`src/rtl/cpfm_pkg.sv`:
```
`timescale 1ns / 1ps
// ----------------------------------------------------------------------------
// cpfm_pkg
// Shared constants, codes and types of the copy-on-write page frame manager.
// ----------------------------------------------------------------------------
package cpfm_pkg;

   localparam int NUM_FRAMES   = 128;
   localparam int PTES_PER_DIR = 16;
   localparam int MAX_PROCS    = 8;

   localparam int TABLE_PAGES = PTES_PER_DIR * PTES_PER_DIR;
   localparam int PAGES_KEPT  = (TABLE_PAGES < 256) ? TABLE_PAGES : 256;

   localparam int KIND_W  = 2;
   localparam int VPN_W   = 8;
   localparam int PID_W   = 8;
   localparam int STAT_W  = 2;
   localparam int PFN_W   = 7;
   localparam int COUNT_W = 4;
   localparam logic [COUNT_W-1:0] COUNT_MAX = 4'd15;

   localparam int FRAME_W  = $clog2(NUM_FRAMES);
   localparam int PAGE_W   = $clog2(PAGES_KEPT);
   localparam int SLOT_W   = $clog2(MAX_PROCS);
   localparam int ENTRY_W  = FRAME_W + 3;
   localparam int PADDR_W  = SLOT_W + PAGE_W;
   localparam int PDEPTH   = MAX_PROCS * PAGES_KEPT;

   localparam logic [KIND_W-1:0] KIND_ALLOC  = 2'd0;
   localparam logic [KIND_W-1:0] KIND_FREE   = 2'd1;
   localparam logic [KIND_W-1:0] KIND_FAULT  = 2'd2;
   localparam logic [KIND_W-1:0] KIND_SWITCH = 2'd3;

   localparam logic [STAT_W-1:0] ST_OK       = 2'd0;
   localparam logic [STAT_W-1:0] ST_NO_FRAME = 2'd1;
   localparam logic [STAT_W-1:0] ST_NO_FAULT = 2'd2;
   localparam logic [STAT_W-1:0] ST_FULL     = 2'd3;

   localparam int OP_W = 4;
   localparam logic [OP_W-1:0] OP_NONE    = 4'd0;
   localparam logic [OP_W-1:0] OP_CLEAR   = 4'd1;
   localparam logic [OP_W-1:0] OP_ACCEPT  = 4'd2;
   localparam logic [OP_W-1:0] OP_PREAD   = 4'd3;
   localparam logic [OP_W-1:0] OP_PENT    = 4'd4;
   localparam logic [OP_W-1:0] OP_PCNT    = 4'd5;
   localparam logic [OP_W-1:0] OP_SCAN    = 4'd6;
   localparam logic [OP_W-1:0] OP_DOWN    = 4'd7;
   localparam logic [OP_W-1:0] OP_UP      = 4'd8;
   localparam logic [OP_W-1:0] OP_FREE    = 4'd9;
   localparam logic [OP_W-1:0] OP_UPGRADE = 4'd10;
   localparam logic [OP_W-1:0] OP_SWITCH  = 4'd11;
   localparam logic [OP_W-1:0] OP_FRD     = 4'd12;
   localparam logic [OP_W-1:0] OP_FENT    = 4'd13;
   localparam logic [OP_W-1:0] OP_FCNT    = 4'd14;
   localparam logic [OP_W-1:0] OP_FEND    = 4'd15;

   localparam int PSEL_W = 2;
   localparam logic [PSEL_W-1:0] PSEL_ZERO  = 2'd0;
   localparam logic [PSEL_W-1:0] PSEL_FREE  = 2'd1;
   localparam logic [PSEL_W-1:0] PSEL_ENTRY = 2'd2;
   localparam logic [PSEL_W-1:0] PSEL_HOLD  = 2'd3;

   typedef struct packed {
      logic               valid;
      logic               writable;
      logic               cow;
      logic [FRAME_W-1:0] frame;
   } page_entry_type;

   typedef struct packed {
      logic [OP_W-1:0]   op;
      logic [STAT_W-1:0] code;
      logic [PSEL_W-1:0] psel;
   } ctrl_cmd_type;

   typedef struct packed {
      logic [KIND_W-1:0] kind;
      logic              vpn_bad;
      logic              e_valid;
      logic              e_cow;
      logic              cnt_zero;
      logic              cnt_gt1;
      logic              scan_found;
      logic              scan_end;
      logic              sw_match;
      logic              sw_full;
      logic              walk_last;
   } ctrl_stat_type;

endpackage

```
`src/rtl/cpfm_ctrl.sv`:
```
`timescale 1ns / 1ps
// ----------------------------------------------------------------------------
// cpfm_ctrl
// Controller that sequences every item through the datapath.
// ----------------------------------------------------------------------------
module cpfm_ctrl (
   input  logic                   clock,
   input  logic                   reset,
   input  logic                   req_valid,
   output logic                   req_ready,
   output logic                   rsp_valid,
   input  logic                   rsp_ready,
   input  cpfm_pkg::ctrl_stat_type stat,
   output cpfm_pkg::ctrl_cmd_type  cmd
);

   import cpfm_pkg::*;

   localparam int SW = 4;
   localparam logic [SW-1:0] S_CLEAR = 4'd0;
   localparam logic [SW-1:0] S_IDLE  = 4'd1;
   localparam logic [SW-1:0] S_DISP  = 4'd2;
   localparam logic [SW-1:0] S_PENT  = 4'd3;
   localparam logic [SW-1:0] S_PCNT  = 4'd4;
   localparam logic [SW-1:0] S_DEC   = 4'd5;
   localparam logic [SW-1:0] S_SCAN  = 4'd6;
   localparam logic [SW-1:0] S_DOWN  = 4'd7;
   localparam logic [SW-1:0] S_UP    = 4'd8;
   localparam logic [SW-1:0] S_FRD   = 4'd9;
   localparam logic [SW-1:0] S_FENT  = 4'd10;
   localparam logic [SW-1:0] S_FCNT  = 4'd11;
   localparam logic [SW-1:0] S_FEND  = 4'd12;
   localparam logic [SW-1:0] S_RESP  = 4'd13;

   logic [SW-1:0]     state_ff, state_in;
   logic [STAT_W-1:0] code_ff, code_in;
   logic [PSEL_W-1:0] psel_ff, psel_in;
   logic              rsp_valid_ff, rsp_valid_in;
   logic [OP_W-1:0]   op;

   always_comb begin
      state_in     = state_ff;
      code_in      = code_ff;
      psel_in      = psel_ff;
      rsp_valid_in = rsp_valid_ff && !rsp_ready;
      op           = OP_NONE;
      req_ready    = 1'b0;
      unique case (state_ff)
         S_CLEAR: begin
            op = OP_CLEAR;
            if (stat.walk_last) begin
               state_in = S_IDLE;
            end
         end
         S_IDLE: begin
            req_ready = 1'b1;
            if (req_valid) begin
               op       = OP_ACCEPT;
               state_in = S_DISP;
            end
         end
         S_DISP: begin
            psel_in = PSEL_ZERO;
            code_in = ST_OK;
            if (stat.kind == KIND_SWITCH) begin
               op = OP_SWITCH;
               if (stat.sw_match) begin
                  state_in = S_RESP;
               end else if (stat.sw_full) begin
                  code_in  = ST_FULL;
                  state_in = S_RESP;
               end else begin
                  state_in = S_FRD;
               end
            end else if (stat.vpn_bad) begin
               code_in  = ST_NO_FAULT;
               state_in = S_RESP;
            end else begin
               op       = OP_PREAD;
               state_in = S_PENT;
            end
         end
         S_PENT: begin
            op       = OP_PENT;
            state_in = S_PCNT;
         end
         S_PCNT: begin
            op       = OP_PCNT;
            state_in = S_DEC;
         end
         S_DEC: begin
            priority if (stat.kind == KIND_ALLOC) begin
               state_in = S_SCAN;
            end else if (stat.kind == KIND_FREE) begin
               if (stat.e_valid) begin
                  op = OP_FREE;
               end
               state_in = S_RESP;
            end else if (!stat.e_valid || !stat.e_cow || stat.cnt_zero) begin
               code_in  = ST_NO_FAULT;
               state_in = S_RESP;
            end else if (stat.cnt_gt1) begin
               state_in = S_SCAN;
            end else begin
               op       = OP_UPGRADE;
               psel_in  = PSEL_ENTRY;
               state_in = S_RESP;
            end
         end
         S_SCAN: begin
            op = OP_SCAN;
            if (stat.scan_found) begin
               state_in = S_DOWN;
            end else if (stat.scan_end) begin
               code_in  = ST_NO_FRAME;
               state_in = S_RESP;
            end
         end
         S_DOWN: begin
            if (stat.e_valid) begin
               op = OP_DOWN;
            end
            state_in = S_UP;
         end
         S_UP: begin
            op       = OP_UP;
            psel_in  = PSEL_FREE;
            state_in = S_RESP;
         end
         S_FRD: begin
            op       = OP_FRD;
            state_in = S_FENT;
         end
         S_FENT: begin
            op       = OP_FENT;
            state_in = S_FCNT;
         end
         S_FCNT: begin
            op       = OP_FCNT;
            state_in = stat.walk_last ? S_FEND : S_FRD;
         end
         S_FEND: begin
            op       = OP_FEND;
            state_in = S_RESP;
         end
         S_RESP: begin
            if (!rsp_valid_ff || rsp_ready) begin
               op           = OP_NONE;
               rsp_valid_in = 1'b1;
               state_in     = S_IDLE;
            end
         end
         default: begin
            state_in = S_IDLE;
         end
      endcase
   end

   always_ff @(posedge clock) begin
      if (reset) begin
         state_ff     <= S_CLEAR;
         rsp_valid_ff <= 1'b0;
         code_ff      <= ST_OK;
         psel_ff      <= PSEL_ZERO;
      end else begin
         state_ff     <= state_in;
         rsp_valid_ff <= rsp_valid_in;
         code_ff      <= code_in;
         psel_ff      <= psel_in;
      end
   end

   // The result register loads in the cycle the item leaves the response state.
   assign cmd.op    = (state_ff == S_RESP && (!rsp_valid_ff || rsp_ready)) ? OP_NONE : op;
   assign cmd.code  = code_ff;
   assign cmd.psel  = (state_ff == S_RESP && (!rsp_valid_ff || rsp_ready)) ? psel_ff
                                                                          : PSEL_HOLD;
   assign rsp_valid = rsp_valid_ff;

endmodule

```
`config.mk`:
```
export PLATFORM = sky130hd
export DESIGN_NAME = cpfm_ctrl
export DESIGN_NICKNAME = d
export VERILOG_FILES = /design/src/rtl/cpfm_pkg.sv /design/src/rtl/cpfm_ctrl.sv
export SDC_FILE = /design/constraint.sdc
export NUM_CORES = 1
export LEC_CHECK = 0
export ABC_AREA = 1
export BUFFER_PORTS_ARGS = -buffer_cell sky130_fd_sc_hd__buf_2
export CORE_MARGIN = 5
export CORE_UTILIZATION = 51
export DETAILED_ROUTE_END_ITERATION = 7
export GPL_ROUTABILITY_DRIVEN = 0
export PLACE_DENSITY = 0.78
export SKIP_LAST_GASP = 1
export SYNTH_ARGS = -nofsm -noshare
export SYNTH_HDL_FRONTEND = slang
export SYNTH_SLANG_ARGS = --single-unit
```
`constraint.sdc`:
```
create_clock -name clock -period 3.6 [get_ports clock]
set_input_delay 0 -clock clock [delete_from_list [all_inputs] [get_ports clock]]
set_output_delay 0 -clock clock [all_outputs]
set_load 0.01 [all_outputs]
```
==> metrics.txt, run 1 <==
number of gates resized after cts 0; Yosys Warn Count 0; Netlist cell types 25; vias in the first global route roughly 1k; IO Pins 26; final wirelength 2.37 mm; HPWL Detailed 2.01 mm; Tightest Hold Check Type in2reg; drt via density roughly 5.2; Fmax 597 MHz; CTS sink cnt 9; via count 1103; total power 0.615 mW; die area 0.00274 mm²; Crit. End Element output pin; GR Layer Usage met2 0.314; fin crit period between 1.5 and 2 ns; # diodes 0; register area 180 µm²; Slowest-stage cell, CP dfxtp_1; crit path cell chain inv_1, nor2_2, nand3_1, o21ai_0, inv_1, o2111ai_1, buf_2; CTS clk-pin slew, worst paths 0.06 ns; Final Skew 0.00300 ns; CP delay by family, top flip-flops; met3 usage 0.0484; cell mode on critical path inv_1; max-slew violations 0; Worst-Margin Slew 0.327 ns; synthesized area about 900 µm²; PortBufs 25; ys async rst share 0; critical register-to-register path startpoint state_ff[2]; hold depth 4; CTS tree yes; CP startpoint kind flip-flop; GR Util met1 0.207; Worst Setup SP state_ff[2]; Core ar. 0.00171 mm²; GRT Resource Usage Total 0.183; status finished, final reports clean; nets 204; setup violators final 0; hold wc startpoint stat[3]; Util after Layout 0.637; layout cells sized above 1 0.278; critical path depth 7; setup repair after global routing missed its margin false; cts bufs inserted 3; first-pass GRT wire length 3.84 mm; CTS root buf clkbuf_4; H-tree levels 1; PwrDens 565 mW/mm²; Rel. slew slack 0.781; top_reg_cell synth dfxtp_1; Initial Util 0.535; Data arrival, critical path 1.67 ns; final hold violations 0; WL/cell between 10 and 15 µm; VDD IR max 0.000505 V; CP max FO 7; #FFs+latches synth 9; Layout fillers 174; DP Worst Slack ~2.1 ns; Synth Area per Inst ~5.7 µm²; cts hold-fix bufs 1; Post-CTS Setup Repair Bufs 0; CTS max path bufs 2; CP max stage delay 0.51 ns; Die Height 52.3 µm; Tcrit/Tclk final 0.465; Worst EP required 3.60 ns; worst r2r path cells 7; overflow left after global routing 0; CP bufs+invs 3; kind of critical path reg2out; Post-route DRC 0; largest net degree at the start of global routing 9; FP Rows 15; Synthesized Nets ~180; area grow syn2layout 19.2%; Multi-input gate area 619 µm²; Post-synth EDFFs 0; die span in x 52.3 µm; Initial DRC Count 45; ANT nets after route 0; P_leak 0.560 nW; setup TNS 0 ns; Worst-Skew Late Latency ~0.27 ns; Top Usage Layer GRT met2; antenna violations before repair 0; Cells after Synth 159; Max Cap Viol 0; worst setup slack after layout 1.93 ns; sequential share of the synthesized area 0.197; TritonRoute pass-1 iters 6
## Yosys cell counts (3+ instances only)
master,n,area [µm²]
nand2_2,4,25.0
nor2_2,7,43.8
nor2_1,28,105
nand3_1,15,75.1
nand3b_1,3,22.5
inv_1,22,82.6
nor2_4,3,33.8
dfxtp_1,9,180
a21oi_1,5,25.0
o21ai_0,4,20.0
nand2_1,41,154
nand3_2,3,30.0
## layout by cell type, fill, tap and decap left out
master          n
inv_1          22
nand2_2         4
dlygate4sd3_1   1
dfxtp_1         9
nor2_4          3
a21oi_1         5
nand2_4         2
nand4_1         1
nand3b_1        3
nor2_2          7
mux2i_1         1
a21oi_2         1
o2111ai_1       1
o21ai_0         4
clkinv_2        2
nor2_1         28
o21a_1          1
inv_2           2
nand3_1        15
buf_2          25
clkbuf_4        3
nand3_2         3
nand2_1        41
o22ai_1         1
o211ai_1        1
a211oi_1        1
## flip-flops by register name (all words and copies together), names as in the netlist
name,count
code_ff,2
psel_ff,2
rsp_valid,1
state_ff,4
## per-stage QoR
step           hold WS, ns  area [µm²]  cells
2_1_floorplan       0.0624         913    159
3_3_place_gp         0.248        1050    207
3_5_place_dp         0.261        1050    207
4_1_cts             0.0421        1090    212
5_1_grt             0.0588        1090    212
6_report            0.0419        1090    212
## power by group
| part | total [mW] | internal [mW] | switching (mW) |
|---|---|---|---|
| clock | 0.0782 | 0.0411 | 0.0371 |
| combinational | 0.383 | 0.142 | 0.241 |
| sequential | 0.154 | 0.123 | 0.0309 |
## layer usage
metal | wire, µm | vias up
met5 | 0 | -
met4 | 88 | 0
met3 | 207 | 16
met2 | 1120 | 58
met1 | 957 | 473
li1 | - | 556
## worst min-delay path: stages
cell     delay (ns)
buf_2          0.08
inv_1          0.04
nand3_2        0.09
a21oi_2        0.05
## cell type report
class / instances / share of cell area
Timing Repair Buffer: 26 / 0.124
Clock buffer: 3 / 0.0207
Tap cell: 25 / 0.0287
Multi-Input combinational cell: 123 / 0.569
Clock inverter: 1 / 0.00460
Sequential cell: 9 / 0.166
Inverter: 25 / 0.0874
## final timing paths
check             slack (ns)          end
setup / recovery        1.93       cmd[5]
hold / removal          0.04  state_ff[1]
setup reg to reg        2.07  state_ff[0]
hold reg to reg         0.47   psel_ff[1]
## cell families (layout without fill, tap and decap cells)
| family | count (synthesis) | after routing | share of synthesized area |
|---|---|---|---|
| and+or+nand+nor | 107 | 107 | 0.567 |
| AOI/OAI and AO/OA | 15 | 15 | 0.100 |
| DFF | 9 | 9 | 0.197 |
| buffers and inverters | 27 | 55 | 0.125 |
| muxes | 1 | 1 | 0.0110 |
(Power assumes the default switching activity.)
==> run 2: changes to the inputs <==
- CORE_UTILIZATION: 51 -> 46
- PLACE_DENSITY: 0.78 -> 0.75
- clock period: 3.6 -> 1.5 ns (I/O delays scaled with it)
==> run 2 against run 1 <==
Final cell count rose by 2.4%; power rose to 2.6 times the previous value; worst hold slack gained 0.0070 ns; clock skew down 0.00050 ns; non-clock buffer count up 3; die area increased by 8.7%; routed wire length is 4.2% higher; via count is 3.8% lower; utilization is 3.3 points lower; sequential share of layout area is 0.19 points lower; critical path type unchanged; largest cell class unchanged.
==> metrics.txt, run 2 (same netlist as run 1, synthesis figures left out) <==
commonest non-fill, non-tap cell in the layout nand2_1; overflow left after global routing 0 (unchanged); Tightest Hold Check Type in2reg; # diodes 0 (unchanged); WL/cell 11.4 µm (+1.8%); die area 0.00298 mm² (+8.7%); placed insts 210 (+1.4%); CTS sink cnt 9 (unchanged); Final Skew 0.00250 ns (-0.000501 ns); cts bufs inserted 3 (unchanged); CTS tree yes; Largest register FFs 4 (unchanged); TritonRoute pass-1 iters 4 (-2); IO Pins 26 (unchanged); kind of critical path reg2out; placed cell areas 0.00106 mm² (+0.95%); area grow syn2layout 27.3%; nets 207 (+1.5%); Tcrit/Tclk final 0.977; Worst-Skew Late Latency 0.26 ns (about the same); vias in the first global route 1003 (-2.1%); setup violators final 0 (unchanged); FP Rows 16 (+1); GRT Resource Usage Total 0.179 (-0.00447); PwrDens 1360 mW/mm² (+140%); Crit. End Element output pin; Post-route DRC 0 (unchanged); Fmax 683 MHz; status finished, final reports clean; HPWL Detailed 1.96 mm (-2.5%); Max Cap Viol 0 (unchanged); Core ar. 0.00192 mm² (+13%); worst setup slack after layout 0.0348 ns (-1.89 ns); Die Height 54.6 µm (+4.3%); antenna violations before repair 0 (unchanged); largest net degree at the start of global routing 8 (-1); PortBufs 25 (unchanged); P_leak 0.580 nW (+3.5%); met3 usage 0.0545 (+0.00606); largest registers ranked by flip-flop count state_ff x4, code_ff x2, psel_ff x2; first-pass GRT wire length 3.90 mm (+1.6%); GR Util met1 0.203 (-0.00359); Non-Filler Instances 217 (+2.4%); Worst EP required 1.50 ns (-2.10 ns); ANT nets after route 0 (unchanged); Top Usage Layer GRT met2; DP Worst Slack 0.0580 ns (-2.03 ns); max-slew violations 0 (unchanged); final wirelength 2.47 mm (+4.2%); CP startpoint kind flip-flop; Design Area, Final 0.00116 mm² (+6.8%); setup repair after global routing missed its margin true; fin crit period approximately 1.5 ns; layout cells sized above 1 0.332 (+0.0535); final hold violations 0 (unchanged); CTS clk-pin slew, worst paths 0.06 ns (about the same); Data arrival, critical path 1.47 ns (-0.20 ns); via count 1061 (-3.8%); H-tree levels 1 (unchanged); CTS root buf clkbuf_4; Util after Layout 0.605 (-0.0325); drt via density 4.89 (-6.0%); final hold slack 0.0490 ns (+0.00704 ns); Initial Util 0.475 (-0.0595); Worst-Margin Slew 0.275 ns (-0.0526 ns); CP max FO 5 (-2); commonest non-fill, non-tap cells in the layout 40 x nand2_1, 26 x nor2_1, 25 x buf_2; VDD IR max 0.00107 V (+110%); Top reg by flops state_ff; die span in x 54.6 µm (+4.3%); Initial DRC Count 29 (-36%); GR Layer Usage met2 0.315 (+0.000691); Rel. slew slack 0.816 (+0.0347); CTS max path bufs 2 (unchanged)
## run 2: what timing repair did
action / 4_1_cts / 5_1_grt
gates resized for setup: 9 / 10
pin swaps: 2 / 2
hold buffers: 1 / 0
endpoints found under the hold margin: 1 / 0
buffers inserted: 2 / 0
endpoints found under the setup margin: 3 / 3
## run 2: worst paths after layout
kind,startpoint,end,slack [ns],depth (start not counted)
max,state_ff[1],cmd[7],0.03,7
min,stat[3],state_ff[1],0.05,4
min reg2reg,psel_ff[1],psel_ff[1],0.48,2
max reg2reg,state_ff[0],state_ff[0],0.14,8
## run 2: per-layer routing
layer  vias to the layer above  routed length, µm
li1                        564                  -
met1                       456               1100
met2                        35               1200
met3                         6                136
met4                         0                 34
met5                         -                  0
## run 2: through the flow
step                      total power [mW]  TNS [ns]
after detailed placement              1.29         0
after global placement                1.29         0
after floorplan                       1.07         0
final                                 1.59         0
after CTS                             1.53         0
after global routing                  1.72   -0.0381
## run 2: where the power goes
part,switching [mW],internal [mW],leakage [nW]
combinational,0.621,0.384,0.489
sequential,0.0890,0.312,0.0754
clock,0.0780,0.102,0.0150
## run 2: critical path: stages (launching register included)
cell	delay [ns]
dfxtp_2	0.35
inv_4	0.08
nand2_4	0.08
nor2_4	0.16
nand3b_1	0.18
nand3_1	0.13
o21a_1	0.11
buf_2	0.12
## run 2: final cells by class
cell class / instances / area (µm²)
flip-flops and latches: 9 / 190
repair buffers: 29 / 158
well taps: 27 / 33.8
clock buffers: 4 / 26.3
fillers: 197 / 759
multi-input cells: 123 / 657
inverters: 25 / 97.6
